`src/rtl/itrd_pkg.sv`:
```
// shared types, constants and helpers for the integer to radix digits unit
package itrd_pkg;

  // ascii codes and radix constants
  localparam logic [6:0] CHAR_ZERO       = 7'h30;
  localparam logic [6:0] CHAR_ALPHA_BASE = 7'h37;  // 'A' - 10
  localparam logic [6:0] CHAR_MINUS      = 7'h2d;
  localparam logic [6:0] CHAR_NONE       = 7'h00;
  localparam logic [5:0] DEC_RADIX       = 6'd10;
  localparam logic [5:0] DEC_MAX_DIGIT   = 6'd9;
  localparam logic [5:0] MIN_RADIX       = 6'd2;

  // controller states
  typedef enum logic [2:0] {
    ST_IDLE,
    ST_ERR,
    ST_CONV,
    ST_SIGN,
    ST_EMIT
  } state_t;

  // source of the next output item
  typedef enum logic [1:0] {
    SEL_DIGIT,
    SEL_SIGN,
    SEL_ERR
  } out_sel_t;

  // commands from controller to datapath
  typedef struct packed {
    logic     load;   // capture a new input item
    logic     conv;   // shift one magnitude bit into the digit cells
    logic     shift;  // move digit cells up by one position
    logic     emit;   // load the output register
    out_sel_t sel;
  } dp_cmd_t;

  // status from datapath to controller
  typedef struct packed {
    logic radix_bad;    // incoming radix below two
    logic conv_done;    // last magnitude bit is being shifted in
    logic sign_needed;  // a leading minus is part of the text
    logic top_ok;       // top cell holds a significant digit
    logic pos_last;     // top cell is the least significant digit
    logic out_free;     // output register can take an item this cycle
  } dp_status_t;

  // digit value to ascii
  function automatic logic [6:0] digit_char(input logic [5:0] d);
    logic [6:0] base;
    base = (d > DEC_MAX_DIGIT) ? CHAR_ALPHA_BASE : CHAR_ZERO;
    return base + {1'b0, d};
  endfunction

endpackage

```
`src/rtl/integer_to_radix_digits_unit.sv`:
```
// one item: the magnitude is shifted bit by bit into base-b digit cells, a sign
// state then checks for a leading minus, and the cells then move past the output,
// one character each, leading zero cells skipped; a radix below two gives a single
// error item instead.
// one item in work at a time; the last character waits in the output register
// while the next item is taken. reset clears the state machine and out_valid
module integer_to_radix_digits_unit #(
  parameter int VALUE_BITS = 64,
  parameter int MAX_DIGITS = 64
) (
  input  logic               clk,
  input  logic               rst_n,
  input  logic               in_valid,
  output logic               in_ready,
  input  logic signed [63:0] in_value,
  input  logic        [5:0]  in_radix,
  output logic               out_valid,
  input  logic               out_ready,
  output logic        [6:0]  out_character,
  output logic               out_last,
  output logic               out_error
);
  import itrd_pkg::*;

  dp_cmd_t    cmd;
  dp_status_t status;
  state_t     state;

  // controller
  itrd_ctrl u_ctrl (
    .clk      (clk),
    .rst_n    (rst_n),
    .in_valid (in_valid),
    .in_ready (in_ready),
    .status   (status),
    .cmd      (cmd),
    .state    (state)
  );

  // datapath
  itrd_dp #(
    .VALUE_BITS (VALUE_BITS),
    .MAX_DIGITS (MAX_DIGITS)
  ) u_dp (
    .clk           (clk),
    .rst_n         (rst_n),
    .in_value      (in_value),
    .in_radix      (in_radix),
    .cmd           (cmd),
    .status        (status),
    .out_character (out_character),
    .out_last      (out_last),
    .out_error     (out_error),
    .out_valid     (out_valid),
    .out_ready     (out_ready)
  );

  // a new character never overwrites one still waiting
  a_no_overwrite: assert property (@(posedge clk) disable iff (!rst_n)
    cmd.emit |-> (!out_valid || out_ready))
    else $error("output item overwritten");

  // an error item is always the only and final one
  a_err_last: assert property (@(posedge clk) disable iff (!rst_n)
    (out_valid && out_error) |-> out_last)
    else $error("error item not marked last");

  // one item in work at a time
  a_one_item: assert property (@(posedge clk) disable iff (!rst_n)
    (in_valid && in_ready) |=> !in_ready)
    else $error("input taken while busy");

  // conversion only runs in its own state
  a_conv_state: assert property (@(posedge clk) disable iff (!rst_n)
    cmd.conv |-> (state == ST_CONV))
    else $error("conversion step outside conversion");

endmodule

```
`src/rtl/itrd_ctrl.sv`:
```
// controller state machine sequencing conversion and character output
module itrd_ctrl (
  input  logic                   clk,
  input  logic                   rst_n,
  input  logic                   in_valid,
  output logic                   in_ready,
  input  itrd_pkg::dp_status_t   status,
  output itrd_pkg::dp_cmd_t      cmd,
  output itrd_pkg::state_t       state
);
  import itrd_pkg::*;

  state_t state_r;
  state_t state_nxt;

  // state register
  always_ff @(posedge clk) begin
    if (!rst_n) begin
      state_r <= ST_IDLE;
    end else begin
      state_r <= state_nxt;
    end
  end

  // next state and commands
  always_comb begin
    state_nxt = state_r;
    in_ready  = 1'b0;
    cmd       = '{load: 1'b0, conv: 1'b0, shift: 1'b0, emit: 1'b0, sel: SEL_DIGIT};
    unique case (state_r)
      ST_IDLE: begin
        in_ready = 1'b1;
        if (in_valid) begin
          cmd.load  = 1'b1;
          state_nxt = status.radix_bad ? ST_ERR : ST_CONV;
        end
      end
      ST_ERR: begin
        if (status.out_free) begin
          cmd.emit  = 1'b1;
          cmd.sel   = SEL_ERR;
          state_nxt = ST_IDLE;
        end
      end
      ST_CONV: begin
        cmd.conv = 1'b1;
        if (status.conv_done) begin
          state_nxt = ST_SIGN;
        end
      end
      ST_SIGN: begin
        if (!status.sign_needed) begin
          state_nxt = ST_EMIT;
        end else if (status.out_free) begin
          cmd.emit  = 1'b1;
          cmd.sel   = SEL_SIGN;
          state_nxt = ST_EMIT;
        end
      end
      ST_EMIT: begin
        // leading zero cells are skipped without output
        if (!status.top_ok) begin
          cmd.shift = 1'b1;
        end else if (status.out_free) begin
          cmd.emit  = 1'b1;
          cmd.shift = 1'b1;
          if (status.pos_last) begin
            state_nxt = ST_IDLE;
          end
        end
      end
      default: begin
        state_nxt = ST_IDLE;
      end
    endcase
  end

  assign state = state_r;

endmodule

```
`src/rtl/itrd_dp.sv`:
```
// datapath: magnitude shifter, base-b digit cells and output register
module itrd_dp #(
  parameter int VALUE_BITS = 64,
  parameter int MAX_DIGITS = 64
) (
  input  logic                  clk,
  input  logic                  rst_n,
  input  logic signed [63:0]    in_value,
  input  logic        [5:0]     in_radix,
  input  itrd_pkg::dp_cmd_t     cmd,
  output itrd_pkg::dp_status_t  status,
  output logic        [6:0]     out_character,
  output logic                  out_last,
  output logic                  out_error,
  output logic                  out_valid,
  input  logic                  out_ready
);
  import itrd_pkg::*;

  localparam int CW = $clog2(VALUE_BITS);
  localparam int NW = $clog2(MAX_DIGITS + 1);

  logic [VALUE_BITS-1:0] mag_r, mag_nxt;
  logic [5:0]            radix_r, radix_nxt;
  logic                  neg_r, neg_nxt;
  logic [CW-1:0]         cnt_r, cnt_nxt;
  logic [NW-1:0]         ndig_r, ndig_nxt;
  logic [NW-1:0]         pos_r, pos_nxt;
  logic [5:0]            cell_r   [MAX_DIGITS];
  logic [5:0]            cell_nxt [MAX_DIGITS];
  logic                  out_valid_r, out_valid_nxt;
  logic [6:0]            char_r, char_nxt;
  logic                  last_r, last_nxt;
  logic                  err_r, err_nxt;

  logic [VALUE_BITS-1:0] in_v;
  logic                  in_neg;
  logic [6:0]            dbl   [MAX_DIGITS];
  logic [5:0]            cell_step [MAX_DIGITS];
  logic [MAX_DIGITS-1:0] gen_v, prop_v;
  logic [MAX_DIGITS:0]   sum_v, carry_v;
  logic                  bit_in;
  logic                  out_free;

  // low value bits of the input and their sign
  assign in_v   = in_value[VALUE_BITS-1:0];
  assign in_neg = in_v[VALUE_BITS-1];
  assign bit_in = mag_r[VALUE_BITS-1];

  // per cell doubling with carry lookahead across the row
  always_comb begin
    for (int i = 0; i < MAX_DIGITS; i++) begin
      dbl[i]    = {cell_r[i], 1'b0};
      gen_v[i]  = dbl[i] >= {1'b0, radix_r};
      prop_v[i] = (dbl[i] + 7'd1) == {1'b0, radix_r};
    end
    sum_v   = {1'b0, gen_v | prop_v} + {1'b0, gen_v} + {{MAX_DIGITS{1'b0}}, bit_in};
    carry_v = sum_v ^ {1'b0, gen_v | prop_v} ^ {1'b0, gen_v};
    for (int i = 0; i < MAX_DIGITS; i++) begin
      cell_step[i] = 6'(dbl[i] + {6'd0, carry_v[i]}
                        - (carry_v[i+1] ? {1'b0, radix_r} : 7'd0));
    end
  end

  assign out_free = !out_valid_r || out_ready;

  // status to controller
  always_comb begin
    status.radix_bad   = in_radix < MIN_RADIX;
    status.conv_done   = cnt_r == '0;
    status.sign_needed = neg_r && (radix_r == DEC_RADIX) && (ndig_r != NW'(MAX_DIGITS));
    status.top_ok      = pos_r <= ndig_r;
    status.pos_last    = pos_r == NW'(1);
    status.out_free    = out_free;
  end

  // next values of the working registers
  always_comb begin
    mag_nxt   = mag_r;
    radix_nxt = radix_r;
    neg_nxt   = neg_r;
    cnt_nxt   = cnt_r;
    ndig_nxt  = ndig_r;
    pos_nxt   = pos_r;
    for (int i = 0; i < MAX_DIGITS; i++) begin
      cell_nxt[i] = cell_r[i];
    end
    if (cmd.load) begin
      mag_nxt   = in_neg ? (~in_v + 1'b1) : in_v;
      radix_nxt = in_radix;
      neg_nxt   = in_neg;
      cnt_nxt   = CW'(VALUE_BITS - 1);
      ndig_nxt  = NW'(1);
      pos_nxt   = NW'(MAX_DIGITS);
      for (int i = 0; i < MAX_DIGITS; i++) begin
        cell_nxt[i] = '0;
      end
    end else if (cmd.conv) begin
      mag_nxt = {mag_r[VALUE_BITS-2:0], 1'b0};
      cnt_nxt = cnt_r - 1'b1;
      // a carry past the highest used cell opens one more digit
      if (carry_v[ndig_r] && (ndig_r != NW'(MAX_DIGITS))) begin
        ndig_nxt = ndig_r + 1'b1;
      end
      for (int i = 0; i < MAX_DIGITS; i++) begin
        cell_nxt[i] = cell_step[i];
      end
    end else if (cmd.shift) begin
      pos_nxt     = pos_r - 1'b1;
      cell_nxt[0] = '0;
      for (int i = 1; i < MAX_DIGITS; i++) begin
        cell_nxt[i] = cell_r[i-1];
      end
    end
  end

  // output register next values
  always_comb begin
    out_valid_nxt = out_valid_r;
    char_nxt      = char_r;
    last_nxt      = last_r;
    err_nxt       = err_r;
    if (cmd.emit) begin
      out_valid_nxt = 1'b1;
      unique case (cmd.sel)
        SEL_DIGIT: begin
          char_nxt = digit_char(cell_r[MAX_DIGITS-1]);
          last_nxt = pos_r == NW'(1);
          err_nxt  = 1'b0;
        end
        SEL_SIGN: begin
          char_nxt = CHAR_MINUS;
          last_nxt = 1'b0;
          err_nxt  = 1'b0;
        end
        SEL_ERR: begin
          char_nxt = CHAR_NONE;
          last_nxt = 1'b1;
          err_nxt  = 1'b1;
        end
        default: begin
          char_nxt = CHAR_NONE;
          last_nxt = 1'b1;
          err_nxt  = 1'b1;
        end
      endcase
    end else if (out_ready) begin
      out_valid_nxt = 1'b0;
    end
  end

  // control register
  always_ff @(posedge clk) begin
    if (!rst_n) begin
      out_valid_r <= 1'b0;
    end else begin
      out_valid_r <= out_valid_nxt;
    end
  end

  // payload registers
  always_ff @(posedge clk) begin
    mag_r   <= mag_nxt;
    radix_r <= radix_nxt;
    neg_r   <= neg_nxt;
    cnt_r   <= cnt_nxt;
    ndig_r  <= ndig_nxt;
    pos_r   <= pos_nxt;
    char_r  <= char_nxt;
    last_r  <= last_nxt;
    err_r   <= err_nxt;
    for (int i = 0; i < MAX_DIGITS; i++) begin
      cell_r[i] <= cell_nxt[i];
    end
  end

  assign out_valid     = out_valid_r;
  assign out_character = char_r;
  assign out_last      = last_r;
  assign out_error     = err_r;

endmodule

```
`config.mk`:
```
export PLATFORM = sky130hd
export DESIGN_NAME = integer_to_radix_digits_unit
export DESIGN_NICKNAME = d
export VERILOG_FILES = /design/src/rtl/itrd_pkg.sv /design/src/rtl/integer_to_radix_digits_unit.sv /design/src/rtl/itrd_ctrl.sv /design/src/rtl/itrd_dp.sv
export SDC_FILE = /design/constraint.sdc
export NUM_CORES = 2
export LEC_CHECK = 0
export BUFFER_PORTS_ARGS = -buffer_cell sky130_fd_sc_hd__buf_2
export CELL_PAD_IN_SITES_DETAIL_PLACEMENT = 1
export CELL_PAD_IN_SITES_GLOBAL_PLACEMENT = 1
export CORE_MARGIN = 5
export CORE_UTILIZATION = 49
export CTS_CLUSTER_DIAMETER = 120
export CTS_CLUSTER_SIZE = 25
export DETAILED_ROUTE_END_ITERATION = 12
export MAX_ROUTING_LAYER = met4
export PLACE_DENSITY = 0.84
export SYNTH_ARGS = -nofsm -noshare
export SYNTH_HDL_FRONTEND = slang
export SYNTH_SLANG_ARGS = --single-unit
```
`constraint.sdc`:
```
create_clock -name clk -period 9.16 [get_ports clk]
set_input_delay 1.374 -clock clk [delete_from_list [all_inputs] [get_ports clk]]
set_output_delay 1.374 -clock clk [all_outputs]
set_load 0.005 [all_outputs]
```
# [Yosys cells after proc, flatten, opt, wreduce, memory -nomap -nowiden]
# Memory sizes are Yosys's and may differ from the RTL's.
# Index checks and enable logic that the tools add are counted.
[totals] ram_bits=384 word_cells=478 regBits=104 memories=1 input_bits=74
[op_classes] n_reduce_logical=14 eq_ne=79 add_sub_neg=199 mux=101 bitwise_logic=5 magnitude_cmp=68
[memory_table] memory="u_dp.cell_r" words=64 word_bits=6 read_ports=64 rd_clocked_by_memory_dff=0 write_ports=64 line_no="itrd_dp.sv:29" rtl="logic [5:0] cell_r [MAX_DIGITS];"
[op_table] operator="2-to-1 mux 384 bit" count=3
[op_table] operator="adder 7 x 1 -> 7 bit (second input constant)" count=65
[op_table] operator="equality test 7 x 6 -> 1 bit" count=64
[op_table] operator=">= comparator 7 x 6 -> 1 bit" count=64
[op_table] operator="adder 6 x 1 -> 6 bit" count=64
[op_table] operator="2-to-1 mux 6 bit" count=64
[op_table] operator="subtractor 6 bit" count=64
[op_table] operator="2-to-1 mux 64 bit" count=3
[op_table] operator="bitwise XOR 65 x 64 -> 65 bit" count=2
[op_table] operator="adder 64 x 64 -> 65 bit" count=1
[op_table] operator="adder 65 x 1 -> 65 bit" count=1
[op_table] operator="adder 64 x 1 -> 64 bit (second input constant)" count=1
[op_table] operator="inverter 64 bit" count=1
[op_table] operator="OR 64 bit" count=1
[op_table] operator="2-to-1 mux 3 bit" count=12
[op_table] operator="case mux 3 bit (5 select lines)" count=1
[op_table] operator="case mux 7 bit (2 select lines)" count=1
[op_table] operator="2-to-1 mux 1 bit" count=11
[op_table] operator="less-than comparator 7 x 8 -> 1 bit (second input constant)" count=1
[op_table] operator="adder 6 x 6 -> 7 bit" count=1
[op_table] operator="binary-select mux 1 bit (select 7 bit)" count=1
[op_table] operator="equality test 7 x 1 -> 1 bit (second input constant)" count=1
[op_table] operator="less-or-equal comparator 7 bit" count=1
[op_table] operator="inequality test 7 bit (second input constant)" count=1
[op_table] operator="other kinds (27)" count=37

# [Depth between registers and ports, before layout]
# An unclocked memory read counts as a cell.
[logic_depth] word_depth=12 mapped_depth=33

# [By module]
# A second synthesis with hierarchy kept.
[hier_totals] cells_unflattened=5874 hier_area_um2=48107.4
[modules_own_cells] mod="itrd_dp" area_each_um2=47792.1 instances=1 cells_per_inst=5832
[modules_own_cells] mod="itrd_ctrl" area_each_um2=315.3 instances=1 cells_per_inst=42

# [Worst setup path before layout]
# No wires, ideal clock.
[synth_path] kind="register -> register" from="register u_dp.radix_r[5]" to="memory u_dp.cell_r[62][5], in the netlist u_dp.cell_r[1][185]" arrival_time_ns=7.357 path_stages_with_launch=27 slack_ns=1.671 synth_period_minus_slack_ns=7.489 cell_sequence="edfxtp_1 -> clkbuf_1 -> clkinv_1 -> ha_1 -> or4_1 -> or4_1 -> nor4_1 -> and3_1 -> o2111ai_1 -> a211oi_1 -> o211ai_1 -> a21boi_0 -> o21ai_0 -> a21oi_1 -> or2_2 -> clkbuf_1 -> nand2_1 -> ha_1 -> nor2b_1 -> o21ai_0 -> nand2b_1 -> a21o_1 -> a21oi_1 -> xnor2_1 -> or3_1 -> mux2i_1 -> nor3_1"
[synth_lines] element="start, declared" line_no="itrd_dp.sv:24" rtl="logic [5:0] radix_r, radix_nxt;"
[synth_lines] element="start signal, assigned" line_no="itrd_dp.sv:164" rtl="radix_r <= radix_nxt;"
[synth_lines] element="end, declared" line_no="itrd_dp.sv:29"

==> impl_results.md <==
- Max-slew violation count: 0
- CP Capture Type: flip-flop
- Post-synthesis mux area share: less than 1%
- Final #Nets: 6,558
- Slew @ Worst Pin: between 1 and 1.5 ns
- RD Place Congestion: about 0.99
- Initial Util: between 40% and 50%
- Clock H-tree levels: 1
- EDFF count, synth: 80
- Crit path max-delay family: compound AO/OA/AOI/OAI gates
- Synthesized net count: approximately 6,700
- Hold violation count in the final report: 0
- Vias/cell: 6.48
- DRC viols: 0
- Post-Synth Adder-Cell Area: around a fifth
- DRT Pass-1 Iters: 5
- Iter 0 DRT Violations: ~3,300
- Startpoint Class: flip-flop
- I/O Pins: 85
- Max incr delay on CP: ~1.1 ns
- Worst hold path class: flip-flop to flip-flop
- Clk slew on worst S/H paths: about 0.13 ns
- Ys flop type: dfxtp_1
- CP max-delay cell: a211oi_1
- Vias in the first global route: approximately 47,000
- Relative slew slack: 21.3%
- Maximum VDD drop: 0.173 mV
- Post-Syn Instances: between 5,000 and 6,000
- Fmax: approximately 0.12 GHz
- Worst hold path startpoint: u_dp.cnt_r[4]
- Global Route Usage Sum: a little under a third
- Hold depth: 2
- Status: finished, final reports clean
- Area growth syn-to-layout: 5.00%
- Setup TNS: 0 ns
- Hpwl dp: approximately 120 mm
- Largest area contributor in the netlist: ha_1
- Mapped cell area: 46,300 µm²
- Async set or reset register ratio after synthesis: 0%
- IO Port Bufs: 84
- Core area: just over 90,000 µm²
- RSZ-0062 raised after global routing: no
- Setup crit start: u_dp.radix_r[3]
- Post-route ant nets: 0
- Synth Warn #: 0
- Die footprint: between 100,000 and 150,000 µm²
- WL final: about 160 mm
- Buffers and inverters on the worst path: 3
- Remaining global-route overflow: 0
- CP dominant cell by count: a21oi_1
- DR vias: 45,600
- First-pass GRT wire length: ~260 mm
- Mean Syn Cell Area: just under 8 µm²
- Routed len/inst: around 23 µm
- Worst reg2reg path depth: 28
- Complex-gate fraction of the synthesized area: 22.8%
- Largest net degree at the start of global routing: 163
- Final period utilization: about nine tenths
- Site row count: roughly 110
- Final setup violation count: 0
- TritonCTS Buffers: 26
- Max Cap Viol: 0
- CTS Sinks: just under 500
- Synth Area in Simple Gates: 21.8%
- WS Path Type: flip-flop to flip-flop
- Crit Path Max Fanout: approximately 40
- FILL cells: 11,600
- Worst r2r src: u_dp.radix_r[3]
- Cts hold-fix bufs: 0
- Post-synth cell types: 96
- Clock root cell: clkbuf_16
- Cell count along the critical path: 28
- Clock Path Buffers: 3
- Leak pwr: around 21 nW
- #FFs+latches synth: ~500
- Initial antenna violation count: 0
- Layout cells sized above 1: ~4.7%
- WP data arrival: between 8 and 9 ns
- Clock skew: between 0.03 and 0.04 ns
- CTS tree: done
- Clk Latency, worst-skew pair: between 0.6 and 0.7 ns
- Post-CTS setup buffer count: 0
- Main combinational cell family by area after synthesis: compound AO/OA/AOI/OAI gates
- PD cells: approximately 370 nW/µm²
- Synth top area share: between 10% and 20%
- Post-Synth XOR/XNOR Area: around 6.7%
- Top post-synthesis cells by area: ha_1 18%, dfxtp_1 18%, nor2_1 6.4%
- Tmin final: 8.21 ns
- Post-CTS Resized: 0
- Sequential share of the synthesized area: 22.8%
- Worst path required time: slightly below 10 ns
- Chip width: approximately 320 µm
- Final core occ: roughly half
- Die height: 317 µm
[worst min-delay path, delay by kind of cell (launching register included)]
kind             cells  cell delay (ns)
XOR/XNOR             1             0.08
flip-flops           1             0.36
AND/OR/NAND/NOR      1             0.05
[per-layer routing]
metal / part of all wire, % / GRT usage (%)
met1: 42 / 38.0
met2: 49 / 56.1
met3: 4.8 / 2.93
met4: 4.6 / 12.5
met5: 0 / -
[power breakdown]
group / switching [mW] / total, mW / internal, mW
Combinational: 6.93 / 12.3 / 5.33
Sequential: 1.16 / 4.15 / 2.99
Clock: 0.865 / 1.47 / 0.604
[synthesized netlist by cell type, types with 78 or more instances]
cell,instances
nand2b_1,97
a21o_1,179
nand2_1,596
a21oi_1,405
ha_1,658
xnor2_1,151
dfxtp_1,408
inv_1,295
nor2_1,791
nor2b_1,96
clkbuf_1,260
edfxtp_1,80
a221oi_1,283
xor2_1,205
o21ai_0,265
nand4_1,78
[through the flow]
step	hold WS, ns	setup slack [ns]	instance area (µm²)	std cells	power [mW]
after detailed placement	0.494	1.25	47700	6987	16.2
after CTS	0.520	1.17	48600	7033	17.8
after global placement	0.476	1.40	47700	6987	15.5
final	0.514	0.954	48600	7034	17.9
after global routing	0.545	0.636	48600	7033	19.5
after floorplan	0.456	1.67	46300	5873	13.1
[cells in the final DEF, fill, tap and decap left out, types with 73 or more instances in the layout]
master and n:
nor2_1 790, ha_1 658, nand2_1 593, dfxtp_1 408, a21oi_1 405, inv_1 291, a221oi_1 283, o21ai_0 264
xor2_1 205, a21o_1 179, xnor2_1 151, nand2b_1 97, nor2b_1 96, buf_2 84, edfxtp_1 80, nand4_1 78
nand3_1 73
[area by class of cell]
type                    instances  area [µm²]  area share (%)
well taps                    1254        1570            3.23
flip-flops and latches        488       10600            21.8
clock buffers                  37         723            1.49
diodes                          1        2.50         0.00515
clock inverters                 9         131           0.270
inverters                     305        1160            2.39
multi-input cells            4795       33500            69.0
repair buffers                145         928            1.91
[cell families (layout without fill, tap and decap cells)]
family / count (synthesis) / count (layout)
simple gates: 2147 / 2147
xor+xnor: 356 / 356
buf+inv: 590 / 496
compound gates: 1556 / 1556
fa+ha+maj: 723 / 723
other cells: 0 / 1
mux: 13 / 13
flops: 488 / 488
[state kept, by name (all words and copies together) (netlist names), 3 cells and up]
name                cells
u_ctrl.state            3
u_dp.cell_r           384
u_dp.cnt_r              6
u_dp.mag_r             64
u_dp.ndig_r             7
u_dp.out_character      7
u_dp.pos_r              7
u_dp.radix_r            6
[final timing paths]
kind                    endpoint  slack, ns
max reg2reg  u_dp.cell_r[1][185]       0.95
min                u_dp.cnt_r[4]       0.51
max          u_dp.cell_r[1][185]       0.95
min reg2reg        u_dp.cnt_r[4]       0.51
(Power assumes the default switching activity.)
